[config.mk]
export PLATFORM = sky130hd
export DESIGN_NAME = sjf_nonpreemptive_scheduler_unit
export DESIGN_NICKNAME = d
export VERILOG_FILES = /design/src/design/sjf_pkg.sv /design/src/design/sjf_nonpreemptive_scheduler_unit.sv /design/src/design/sjf_store.sv /design/src/design/sjf_scan.sv
export SDC_FILE = /design/constraint.sdc
export NUM_CORES = 1
export LEC_CHECK = 0
export ABC_AREA = 1
export BUFFER_PORTS_ARGS = -buffer_cell sky130_fd_sc_hd__buf_4
export CORE_MARGIN = 10
export CORE_UTILIZATION = 30
export DETAILED_ROUTE_END_ITERATION = 6
export PLACE_DENSITY = 0.55
export SKIP_LAST_GASP = 1
export SLEW_MARGIN = 25
export SYNTH_ARGS = -nofsm -noshare
export SYNTH_HDL_FRONTEND = slang
export SYNTH_SLANG_ARGS = --single-unit
[constraint.sdc]
create_clock -name i_clk -period 6.4 [get_ports i_clk]
set_input_delay 0.96 -clock i_clk [delete_from_list [all_inputs] [get_ports i_clk]]
set_output_delay 0.96 -clock i_clk [all_outputs]
set_load 0.05 [all_outputs]
[src/design/sjf_pkg.sv]
package sjf_pkg;

    // Capacity of the job store
    localparam int MAX_JOBS = 16;
    localparam int IDX_W    = $clog2(MAX_JOBS);
    localparam int CNT_W    = $clog2(MAX_JOBS + 1);

    // Field widths
    localparam int ID_W    = 8;
    localparam int ARR_W   = 16;
    localparam int BURST_W = 16;
    localparam int TIME_W  = 21;

    localparam logic [TIME_W-1:0] TIME_MAX = {TIME_W{1'b1}};

    // Stream payload widths, padded to whole bytes
    localparam int IN_BITS  = ID_W + ARR_W + BURST_W;
    localparam int IN_W     = ((IN_BITS + 7) / 8) * 8;
    localparam int OUT_BITS = ID_W + ARR_W + BURST_W + 3 * TIME_W;
    localparam int OUT_W    = ((OUT_BITS + 7) / 8) * 8;

    // One stored job, id in the lowest bits
    typedef struct packed {
        logic [BURST_W-1:0] burst;
        logic [ARR_W-1:0]   arrival;
        logic [ID_W-1:0]    id;
    } t_job;

    // Best candidate found so far by the scan
    typedef struct packed {
        logic             found;
        logic [IDX_W-1:0] idx;
        t_job             job;
    } t_cand;

    // Control from the sequencer to the scan unit
    typedef struct packed {
        logic             clear;
        logic             vld;
        logic             done;
        logic [IDX_W-1:0] idx;
    } t_scan_ctl;

endpackage

[src/design/sjf_nonpreemptive_scheduler_unit.sv]
// Channel   Dir  Handshake              Payload (lowest bit first)
// s_axis    in   tvalid/tready, tlast   tdata: job_id, arrival_time, burst_time; tlast: last_job
// m_axis    out  tvalid/tready, tlast   tdata: out_job_id, out_arrival, out_burst,
//                                       completion_time, waiting_time, turnaround_time;
//                                       tlast: last_result; tuser: jobs_dropped
//
// Loading accepts one job per cycle. After the tlast transfer each result takes one pass
// over the n stored jobs through the job store's single read port, then a drain state,
// a pick state and an emit state that forms the result.
// Reset is synchronous, active low; the store contents are not cleared.
// s_axis_tready is low from the tlast transfer until the final result enters the
// output register; a stalled m_axis holds the sequencer before each result.
module sjf_nonpreemptive_scheduler_unit (
    input  logic                       i_clk,
    input  logic                       i_rst_n,
    input  logic                       s_axis_tvalid,
    output logic                       s_axis_tready,
    input  logic [sjf_pkg::IN_W-1:0]   s_axis_tdata,   // job_id, arrival_time, burst_time
    input  logic                       s_axis_tlast,   // last_job
    output logic                       m_axis_tvalid,
    input  logic                       m_axis_tready,
    output logic [sjf_pkg::OUT_W-1:0]  m_axis_tdata,   // id, arrival, burst, completion,
                                                       // waiting, turnaround
    output logic                       m_axis_tlast,   // last_result
    output logic                       m_axis_tuser    // jobs_dropped
);
    import sjf_pkg::*;

    typedef enum logic [2:0] {
        ST_LOAD,
        ST_SCAN,
        ST_DRAIN,
        ST_PICK,
        ST_EMIT
    } t_state;

    t_state              r_state;
    logic [CNT_W-1:0]    r_count;
    logic                r_over;
    logic [IDX_W-1:0]    r_addr;
    logic [CNT_W-1:0]    r_k;
    logic [TIME_W-1:0]   r_time;
    logic [MAX_JOBS-1:0] r_done;
    logic                r_rd_vld;
    logic [IDX_W-1:0]    r_rd_idx;
    t_job                r_sel;
    logic [TIME_W-1:0]   r_comp;
    logic                r_out_vld;
    logic [OUT_W-1:0]    r_out_data;
    logic                r_out_last;
    logic                r_out_drop;

    t_job                w_in_job;
    t_job                w_rd_job;
    logic                w_in_xfer;
    logic                w_has_room;
    logic                w_last_addr;
    logic                w_last_res;
    logic                w_out_free;
    logic                w_emit;
    t_scan_ctl           w_ctl;
    t_cand               w_elig;
    t_cand               w_fut;
    t_cand               w_win;
    logic [TIME_W-1:0]   w_start;
    logic [TIME_W:0]     w_sum;
    logic [TIME_W-1:0]   w_comp;
    logic [TIME_W-1:0]   w_turn;
    logic [TIME_W-1:0]   w_wait;
    logic [TIME_W-1:0]   w_burst_x;

    assign w_in_job    = t_job'(s_axis_tdata[IN_BITS-1:0]);
    assign w_in_xfer   = s_axis_tvalid && s_axis_tready;
    assign w_has_room  = r_count < CNT_W'(MAX_JOBS);
    assign w_last_addr = {1'b0, r_addr} == (r_count - 1'b1);
    assign w_last_res  = r_k == (r_count - 1'b1);
    assign w_out_free  = !r_out_vld || m_axis_tready;
    assign w_emit      = (r_state == ST_EMIT) && w_out_free;

    sjf_store u_store (
        .i_clk   (i_clk),
        .i_we    (w_in_xfer && w_has_room),
        .i_waddr (r_count[IDX_W-1:0]),
        .i_wdata (w_in_job),
        .i_raddr (r_addr),
        .o_rdata (w_rd_job)
    );

    // Clear the scan on every entry to a new pass
    assign w_ctl.clear = (r_state == ST_LOAD && w_in_xfer && s_axis_tlast)
                      || (r_state == ST_EMIT && w_out_free && !w_last_res);
    assign w_ctl.vld   = r_rd_vld;
    assign w_ctl.done  = r_done[r_rd_idx];
    assign w_ctl.idx   = r_rd_idx;

    sjf_scan u_scan (
        .i_clk   (i_clk),
        .i_rst_n (i_rst_n),
        .i_ctl   (w_ctl),
        .i_job   (w_rd_job),
        .i_time  (r_time),
        .o_elig  (w_elig),
        .o_fut   (w_fut)
    );

    // Pick: idle forward to the earliest arrival when nothing has arrived
    assign w_win   = w_elig.found ? w_elig : w_fut;
    assign w_start = w_elig.found ? r_time
                                  : {{(TIME_W - ARR_W){1'b0}}, w_fut.job.arrival};
    assign w_sum   = {1'b0, w_start} + {{(TIME_W + 1 - BURST_W){1'b0}}, w_win.job.burst};
    assign w_comp  = (w_sum > {1'b0, TIME_MAX}) ? TIME_MAX : w_sum[TIME_W-1:0];

    // Result times; waiting floors at zero once completion has saturated
    assign w_burst_x = {{(TIME_W - BURST_W){1'b0}}, r_sel.burst};
    assign w_turn    = r_comp - {{(TIME_W - ARR_W){1'b0}}, r_sel.arrival};
    assign w_wait    = (w_turn >= w_burst_x) ? (w_turn - w_burst_x) : '0;

    always_ff @(posedge i_clk) begin
        if (!i_rst_n) begin
            r_state   <= ST_LOAD;
            r_count   <= '0;
            r_over    <= 1'b0;
            r_addr    <= '0;
            r_k       <= '0;
            r_time    <= '0;
            r_done    <= '0;
            r_rd_vld  <= 1'b0;
            r_rd_idx  <= '0;
            r_out_vld <= 1'b0;
        end else begin
            r_rd_vld <= (r_state == ST_SCAN);
            r_rd_idx <= r_addr;
            // Fill the output register, or empty it on a result transfer
            if (w_emit) begin
                r_out_vld <= 1'b1;
            end else if (m_axis_tready) begin
                r_out_vld <= 1'b0;
            end
            case (r_state)
                ST_LOAD: begin
                    // Store the job, or drop it and note the loss when full
                    if (w_in_xfer) begin
                        if (w_has_room) begin
                            r_count <= r_count + 1'b1;
                        end else begin
                            r_over <= 1'b1;
                        end
                        if (s_axis_tlast) begin
                            r_addr  <= '0;
                            r_k     <= '0;
                            r_time  <= '0;
                            r_state <= ST_SCAN;
                        end
                    end
                end
                ST_SCAN: begin
                    // Walk the store once
                    if (w_last_addr) begin
                        r_state <= ST_DRAIN;
                    end else begin
                        r_addr <= r_addr + 1'b1;
                    end
                end
                ST_DRAIN: begin
                    r_state <= ST_PICK;
                end
                ST_PICK: begin
                    r_sel             <= w_win.job;
                    r_comp            <= w_comp;
                    r_time            <= w_comp;
                    r_done[w_win.idx] <= 1'b1;
                    r_state           <= ST_EMIT;
                end
                ST_EMIT: begin
                    // Hand over the result once the output register is free
                    if (w_out_free) begin
                        r_out_data <= OUT_W'({w_turn, w_wait, r_comp, r_sel});
                        r_out_last <= w_last_res;
                        r_out_drop <= r_over;
                        if (w_last_res) begin
                            r_count <= '0;
                            r_over  <= 1'b0;
                            r_time  <= '0;
                            r_done  <= '0;
                            r_state <= ST_LOAD;
                        end else begin
                            r_k     <= r_k + 1'b1;
                            r_addr  <= '0;
                            r_state <= ST_SCAN;
                        end
                    end
                end
                default: begin
                    r_state <= ST_LOAD;
                end
            endcase
        end
    end

    assign s_axis_tready = (r_state == ST_LOAD);
    assign m_axis_tvalid = r_out_vld;
    assign m_axis_tdata  = r_out_data;
    assign m_axis_tlast  = r_out_last;
    assign m_axis_tuser  = r_out_drop;

endmodule

[src/design/sjf_store.sv]
module sjf_store (
    input  logic                      i_clk,
    input  logic                      i_we,
    input  logic [sjf_pkg::IDX_W-1:0] i_waddr,
    input  sjf_pkg::t_job             i_wdata,
    input  logic [sjf_pkg::IDX_W-1:0] i_raddr,
    output sjf_pkg::t_job             o_rdata
);
    import sjf_pkg::*;

    t_job r_mem [MAX_JOBS];
    t_job r_rdata;

    // One write port, one registered read port
    always_ff @(posedge i_clk) begin
        if (i_we) begin
            r_mem[i_waddr] <= i_wdata;
        end
        r_rdata <= r_mem[i_raddr];
    end

    assign o_rdata = r_rdata;

endmodule

[src/design/sjf_scan.sv]
module sjf_scan (
    input  logic                       i_clk,
    input  logic                       i_rst_n,
    input  sjf_pkg::t_scan_ctl         i_ctl,
    input  sjf_pkg::t_job              i_job,
    input  logic [sjf_pkg::TIME_W-1:0] i_time,
    output sjf_pkg::t_cand             o_elig,
    output sjf_pkg::t_cand             o_fut
);
    import sjf_pkg::*;

    t_cand r_elig;
    t_cand r_fut;
    t_cand n_elig;
    t_cand n_fut;
    logic  w_arrived;
    logic  w_elig_better;
    logic  w_fut_better;

    assign w_arrived = {{(TIME_W - ARR_W){1'b0}}, i_job.arrival} <= i_time;

    // Arrived jobs: shortest burst, then earliest arrival, then lowest index
    assign w_elig_better = !r_elig.found
        || (i_job.burst < r_elig.job.burst)
        || ((i_job.burst == r_elig.job.burst) && (i_job.arrival < r_elig.job.arrival));

    // Jobs not yet arrived: earliest arrival, then shortest burst, then lowest index
    assign w_fut_better = !r_fut.found
        || (i_job.arrival < r_fut.job.arrival)
        || ((i_job.arrival == r_fut.job.arrival) && (i_job.burst < r_fut.job.burst));

    always_comb begin
        n_elig = r_elig;
        n_fut  = r_fut;
        if (i_ctl.clear) begin
            n_elig.found = 1'b0;
            n_fut.found  = 1'b0;
        end else if (i_ctl.vld && !i_ctl.done) begin
            if (w_arrived && w_elig_better) begin
                n_elig = '{found: 1'b1, idx: i_ctl.idx, job: i_job};
            end
            if (!w_arrived && w_fut_better) begin
                n_fut = '{found: 1'b1, idx: i_ctl.idx, job: i_job};
            end
        end
    end

    always_ff @(posedge i_clk) begin
        if (!i_rst_n) begin
            r_elig.found <= 1'b0;
            r_fut.found  <= 1'b0;
        end else begin
            r_elig.found <= n_elig.found;
            r_fut.found  <= n_fut.found;
        end
        r_elig.idx <= n_elig.idx;
        r_elig.job <= n_elig.job;
        r_fut.idx  <= n_fut.idx;
        r_fut.job  <= n_fut.job;
    end

    assign o_elig = r_elig;
    assign o_fut  = r_fut;

endmodule

==> impl_metrics.py, run 1 <==
metrics = {
    "job": {
        "maxCapViolCount": 0,
    },
    "sta": {
        "final.setup.tns_ns": 0,
        "worstMarginPinSlew_ns": 1.02,
        "rsz0062_at_grt": "false",
        "relSlewSlack": 0.317,
        "max_freq_ghz": 0.252,
        "period_share": 0.621,
        "final_max_slew_viol_count": 0,
        "fin_worst_skew_ns": 0.0615,
        "period_minus_slack_ns": 3.97,
        "whs_ns": 0.436,
        "setup_viol": 0,
        "hold_violations": 0,
    },
    "setup_path": {
        "reg2reg_depth": 20,
        "startpoint": "r_comp[0]",
        "path_max_fanout": 18,
        "rr_startpoint": "r_comp[0]",
        "start_kind": "flop",
        "crit_end": "m_axis_tdata[77]",
        "r2r-end": "m_axis_tdata[77]",
        "path_class": "reg -> reg",
        "cp.required_ns": 6.87,
        "setup.reg_to_reg.worst_slack_ns": 2.43,
        "crit_path_end_kind": "flop",
        "critPathArrivalTime_ns": 4.44,
    },
    "global_route": {
        "grt_antenna_before_repair": 13,
        "grt_max_degree": 152,
        "grt_pass1_wl_um": 172000,
        "grt_util_all_layers": 0.144,
        "grt-ovfl-total": 0,
        "grt_pass1_vias": 26200,
    },
    "placement": {
        "place_congestion": 0.872,
        "dp_hpwl_um": 70400,
        "numPortBuffers": 151,
    },
    "floorplan": {
        "initial_core_util": 0.301,
        "rows": 137,
        "die_h_um": 394,
        "pin_count": 153,
        "core_um2": 139000,
        "die_w_um": 394,
        "die_area_um2": 155000,
    },
    "cts": {
        "post_cts_resized": 0,
        "clockBufferDepth": 3,
        "tritoncts": "built",
        "root_buffer": "clkbuf_16",
        "cts_sinks": 997,
        "cts_max_level": 3,
        "cts_setup_buffers": 0,
        "holdBufCountCts": 0,
        "cts_buffers": 101,
        "clock_latency_ns": 0.73,
        "clkTransAtPathRegs_ns": 0.07,
    },
    "logic_synthesis": {
        "synth.distinct_cells": 54,
        "synth_edf_count": 894,
        "synth_area_leader_cell": "edfxtp_1",
        "yosys-top-cells-area": "edfxtp_1 64%, nand2_1 5.7%, dfxtp_1 4.9%, ha_1 4.0%, o21ai_0 3.6%",
        "syn-instance-count": 3522,
        "yosys_warnings": 0,
        "syn_nets": 3703,
        "synth_top_area_frac": 0.639,
        "synthFlopType": "edfxtp_1",
        "synth_area_um2": 42000,
        "ys_seq_area_frac": 0.689,
        "ys_ff_latch": 997,
        "async_reset_ff_frac": 0,
        "syn_area_per_cell_um2": 11.9,
    },
    "worst_hold_path": {
        "hp-class": "reg -> reg",
    },
    "route": {
        "antenna_left": 0,
        "wire_per_inst_um": 20.7,
        "drt_iter0_markers": 2217,
        "drc": 0,
        "viasPerCell": 4.83,
        "drt_wl_total_um": 117000,
        "vias": 27200,
        "drt-pass1-iter-count": 5,
    },
    "cells_and_area": {
        "syn2layout_area_growth_pct": 16.1,
        "final_cell_mix": "894 x edfxtp_1, 635 x nand2_1, 304 x o21ai_0",
        "fin_nets": 3844,
        "layout_commonest_cell": "edfxtp_1",
        "final_util": 0.350,
        "drive_gt1_frac": 0.116,
    },
    "outcome": {
        "status": "finished, final reports clean",
    },
    "pwr": {
        "power_per_cell_area_nw_per_um2": 323,
        "ir_drop_uv": 221,
        "leakage_nw": 17.6,
    },
}
==> worst min-delay path by stage <==
stage                     depth (start not counted)  slack (ns)      from              end
after floorplan                                   0        0.40  r_sel[0]  m_axis_tdata[0]
after global placement                            0        0.41  r_sel[0]  m_axis_tdata[0]
after detailed placement                          0        0.41  r_sel[2]  m_axis_tdata[2]
after CTS                                         0        0.43  r_sel[0]  m_axis_tdata[0]
after global routing                              0        0.44  r_sel[0]  m_axis_tdata[0]
final                                             0        0.44  r_sel[2]  m_axis_tdata[2]
==> cell families (layout without fill, tap and decap cells) <==
logic type | after synthesis | after routing | share of synthesized area
AND/OR/NAND/NOR | 1195 | 1195 | 0.121
flip-flops | 997 | 997 | 0.689
AO/OA/AOI/OAI | 724 | 724 | 0.0985
buffers and inverters | 412 | 640 | 0.0386
adder cells (fa/ha/maj) | 136 | 136 | 0.0411
XOR/XNOR | 57 | 57 | 0.0122
other | 1 | 3 | 0.0000893
==> per-layer routing <==
metal	global-route usage	routed length (um)	up-vias
li1	-	-	12900
met1	0.197	52500	13400
met3	0.0316	7490	147
met5	0	88	-
met2	0.229	53600	777
met4	0.0416	2900	14
==> per-stage QoR <==
step | cells | setup slack, ns | total power, W | cell area [um2]
floorplan | 3522 | 1.72 | 0.00903 | 42000
global placement | 5434 | 2.46 | 0.00981 | 45300
detailed placement | 5435 | 2.46 | 0.00984 | 45300
CTS | 5625 | 2.44 | 0.0159 | 48700
global route | 5628 | 2.17 | 0.0164 | 48800
finish | 5628 | 2.43 | 0.0157 | 48800
==> cells in the mapped netlist, types with 30 or more instances <==
| cell | number |
|---|---|
| clkbuf_1 | 117 |
| nor2_1 | 278 |
| edfxtp_1 | 894 |
| o221ai_1 | 34 |
| nand3_1 | 147 |
| a221oi_1 | 48 |
| dfxtp_1 | 103 |
| xor2_1 | 30 |
| o22ai_1 | 49 |
| nand4_1 | 66 |
| a21oi_1 | 242 |
| ha_1 | 133 |
| inv_1 | 250 |
| o21ai_0 | 304 |
| nand2_1 | 636 |
==> critical path, stage by stage, from the launching register on <==
cell and delay (ns):
edfxtp_1 0.38, inv_1 0.07, ha_1 0.18, inv_1 0.10, fa_1 0.47, nand2_1 0.10, nand2_1 0.07, and2_1 0.16
a21oi_1 0.16, xnor2_1 0.21, ha_1 0.35, a21oi_1 0.16, a21boi_0 0.19, nand2_1 0.16, nand3_1 0.10, nand2_1 0.08
nand2_1 0.15, nand2_4 0.09, nor2_8 0.31, nand2_4 0.09, and2_1 0.15
==> sequential cells by signal, indices dropped and copies added (netlist names), 3 cells and up <==
signal	cells
u_store.r_mem	640
m_axis_tdata	103
u_scan.o_elig	45
u_scan.o_fut	45
r_sel	40
u_store.o_rdata	40
r_comp	21
r_time	21
r_done	16
r_count	5
r_k	5
r_addr	4
r_rd_idx	4
r_state	3
==> power by group <==
group / switching [W] / internal, W / total [W]
Clock: 0.00256 / 0.00348 / 0.00604
Sequential: 0.000277 / 0.00745 / 0.00773
Combinational: 0.00138 / 0.000589 / 0.00197
Total: 0.00421 / 0.0115 / 0.0157
==> area by class of cell <==
cell class / count / area (um2)
inverter: 258 / 976
clock inverter: 41 / 543
clock buffer: 149 / 2860
fill: 13700 / 90600
tap: 1876 / 2350
antenna: 2 / 5.00
sequential: 997 / 28900
multi-input combinational: 2113 / 11600
timing repair buffer: 192 / 1490
(Power assumes the default switching activity.)
==> run 2, diff against run 1 <==
Settings changed: ABC_AREA 1 to 0, PLACE_DENSITY 0.55 to 0.54.
Clock period 6.4 ns to 4 ns, I/O delays scaled along.
==> impl_metrics.py, run 2 <==
metrics = {
    "outcome": {
        "status": "finished, violations left",
        "failed_checks": "setup timing",
    },
    "logic_synthesis": {
        "ys_ff_latch": 997,
        "synth_common_cells": "894 x edfxtp_1, 189 x nand2_1, 145 x o21ai_0, 140 x inv_1, 133 x ha_1",
        "synth_area_um2": 41100,
        "ys_seq_area_frac": 0.703,
        "yosys_warnings": 0,
        "syn_area_per_cell_um2": 15.5,
        "yosys-top-cells-area": "edfxtp_1 65%, dfxtp_1 5.0%, mux4_2 4.7%, ha_1 4.0%, mux2i_1 3.0%",
        "synthFlopType": "edfxtp_1",
        "syn-instance-count": 2647,
        "synth_edf_count": 894,
        "post-synth-top-count-cell": "edfxtp_1",
        "synth_area_leader_cell": "edfxtp_1",
        "synth.distinct_cells": 77,
        "syn_nets": 2828,
        "async_reset_ff_frac": 0,
        "synth_top_area_frac": 0.653,
    },
    "pwr": {
        "comb_power_share": 0.149,
        "power_per_cell_area_nw_per_um2": 509,
        "clkPwrFrac": 0.365,
        "p_seq_frac": 0.486,
        "leakage_nw": 17.0,
        "switchingPower_w": 0.00646,
        "internal_power_w": 0.0187,
        "ir_drop_uv": 396,
        "p_sw_frac": 0.257,
    },
    "route": {
        "drt_iter0_markers": 1763,
        "wire_per_inst_um": 21.5,
        "drt-pass1-iter-count": 5,
        "drc": 0,
        "vias": 23100,
        "viasPerCell": 4.79,
        "drt_wl_total_um": 104000,
        "antenna_left": 0,
    },
    "cts": {
        "clkTransAtPathRegs_ns": 0.06,
        "clockBufferDepth": 3,
        "root_buffer": "clkbuf_16",
        "cts_sinks": 997,
        "cts_max_level": 3,
        "holdBufCountCts": 0,
        "tritoncts": "built",
        "cts_buffers": 101,
        "clock_latency_ns": 0.71,
    },
    "floorplan": {
        "pin_count": 153,
        "core_um2": 136000,
        "die_w_um": 390,
        "initial_core_util": 0.303,
        "die_area_um2": 152000,
        "die_h_um": 390,
        "rows": 135,
    },
    "cells_and_area": {
        "top_register": "u_store.r_mem",
        "syn2layout_area_growth_pct": 20.0,
        "layout_commonest_cell": "edfxtp_1",
        "fin_nets": 3139,
        "drive_gt1_frac": 0.223,
        "largest_reg_flops": 640,
        "stdcell_count": 4824,
        "final_util": 0.363,
        "stdcell_area_um2": 49300,
        "final_cell_mix": "894 x edfxtp_1, 272 x buf_4, 189 x nand2_1",
    },
    "worst_hold_path": {
        "hold_path_depth": 1,
        "hold_end": "u_store.r_mem[7][14]",
        "hold_start": "s_axis_tdata[14]",
        "hp-class": "in -> reg",
    },
    "setup_path": {
        "r2r-end": "m_axis_tdata[71]",
        "critPathArrivalTime_ns": 4.54,
        "rr_startpoint": "r_comp[0]",
        "start_kind": "flop",
        "cp.required_ns": 4.44,
        "setup.reg_to_reg.worst_slack_ns": -0.1,
        "path_max_fanout": 5,
        "reg2reg_depth": 18,
        "path_class": "reg -> reg",
        "crit_path_end_kind": "flop",
    },
    "sta": {
        "max_freq_ghz": 0.244,
        "rsz0062_at_grt": "true",
        "final_max_slew_viol_count": 0,
        "worstMarginPinSlew_ns": 0.856,
        "relSlewSlack": 0.430,
        "setup_viol": 19,
        "fin_worst_skew_ns": 0.0460,
        "period_share": 1.02,
        "worst_slack_ns": -0.0973,
        "period_minus_slack_ns": 4.10,
        "hold_violations": 0,
    },
    "placement": {
        "post-place-ws_ns": -0.287,
        "dp_hpwl_um": 64900,
        "place_congestion": 0.808,
        "place_area_um2": 45600,
        "numPortBuffers": 151,
        "dp.cells": 4602,
    },
    "global_route": {
        "grt_pass1_wl_um": 154000,
        "grt_antenna_before_repair": 19,
        "grt_util_all_layers": 0.133,
        "grt_pass1_vias": 23600,
        "grt-ovfl-total": 0,
        "grt_max_degree": 63,
    },
    "job": {
        "maxCapViolCount": 0,
    },
}
==> run 2: what timing repair did <==
action                     4_1_cts  5_1_grt
setup endpoints to repair       21       26
gates resized for setup         19       47
buffers inserted                23       12
pin swaps                       31       34
cloned                           3        0
==> run 2: through the flow <==
stage | hold slack [ns] | total power [W] | setup TNS [ns]
detailed placement | 0.405 | 0.0161 | -4.50
finish | 0.188 | 0.0251 | -1.02
global route | 0.160 | 0.0262 | -5.69
global placement | 0.403 | 0.0161 | -3.55
CTS | 0.134 | 0.0254 | -1.88
floorplan | 0.400 | 0.0148 | -55.91
==> run 2: how the worst max path moves through the flow <==
stage                from              endpoint  slack, ns  cells past startpoint
6_report        r_comp[0]      m_axis_tdata[71]       -0.1                     18
5_1_grt         r_comp[0]      m_axis_tdata[64]      -0.34                     18
4_1_cts         r_comp[0]      m_axis_tdata[64]      -0.13                     18
3_5_place_dp    r_comp[0]      m_axis_tdata[71]      -0.29                     17
3_3_place_gp    r_comp[0]      m_axis_tdata[69]      -0.19                     16
2_1_floorplan  r_state[0]  u_store.r_mem[15][0]      -0.14                      7
==> run 2: area by class of cell <==
type / instances / area [um2]
Clock inverter: 54 / 490
Multi-Input combinational cell: 1411 / 11800
Clock buffer: 133 / 2720
Tap cell: 1781 / 2230
Inverter: 141 / 532
Sequential cell: 997 / 28900
Fill cell: 12900 / 86500
Antenna cell: 1 / 2.50
Timing Repair Buffer: 306 / 2660
==> run 2: power groups by stage <==
stage	clock (W)	sequential (W)	combinational [W]
CTS	0.00941	0.0122	0.00374
global route	0.00982	0.0123	0.00412
finish	0.00917	0.0122	0.00373
detailed placement	0	0.0124	0.00369
floorplan	0	0.0123	0.00247
global placement	0	0.0124	0.00367
==> run 2: cell families after synthesis <==
logic type                 count (synthesis)  share of synthesized area
other                                      1                  0.0000912
muxes                                    257                     0.0899
and+or+nand+nor                          462                     0.0519
xor gates and xnor gates                  63                     0.0134
adders and majority gates                136                     0.0419
DFF                                      997                      0.703
buffers and inverters                    242                     0.0226
AOI/OAI and AO/OA                        489                     0.0771
==> run 2: per-layer routing <==
| metal | vias up | track usage | wire length [um] |
|---|---|---|---|
| li1 | 10800 | - | - |
| met1 | 11600 | 0.177 | 46800 |
| met2 | 489 | 0.218 | 48600 |
| met3 | 180 | 0.0324 | 5680 |
| met4 | 20 | 0.0332 | 2480 |
| met5 | - | 0 | 138 |
==> run 2: worst max-delay path, cell delays in order, from the launching register on <==
cell	delay [ns]
edfxtp_1	0.40
inv_1	0.11
ha_4	0.14
inv_2	0.04
fa_2	0.34
a21oi_2	0.16
nor2_2	0.08
o311a_1	0.34
o21ai_2	0.20
nor2_2	0.07
a211oi_2	0.18
xnor2_1	0.18
ha_1	0.30
a21o_1	0.20
a21oi_2	0.20
nand2b_4	0.08
or4_4	0.53
nor2_4	0.25
a211oi_2	0.07
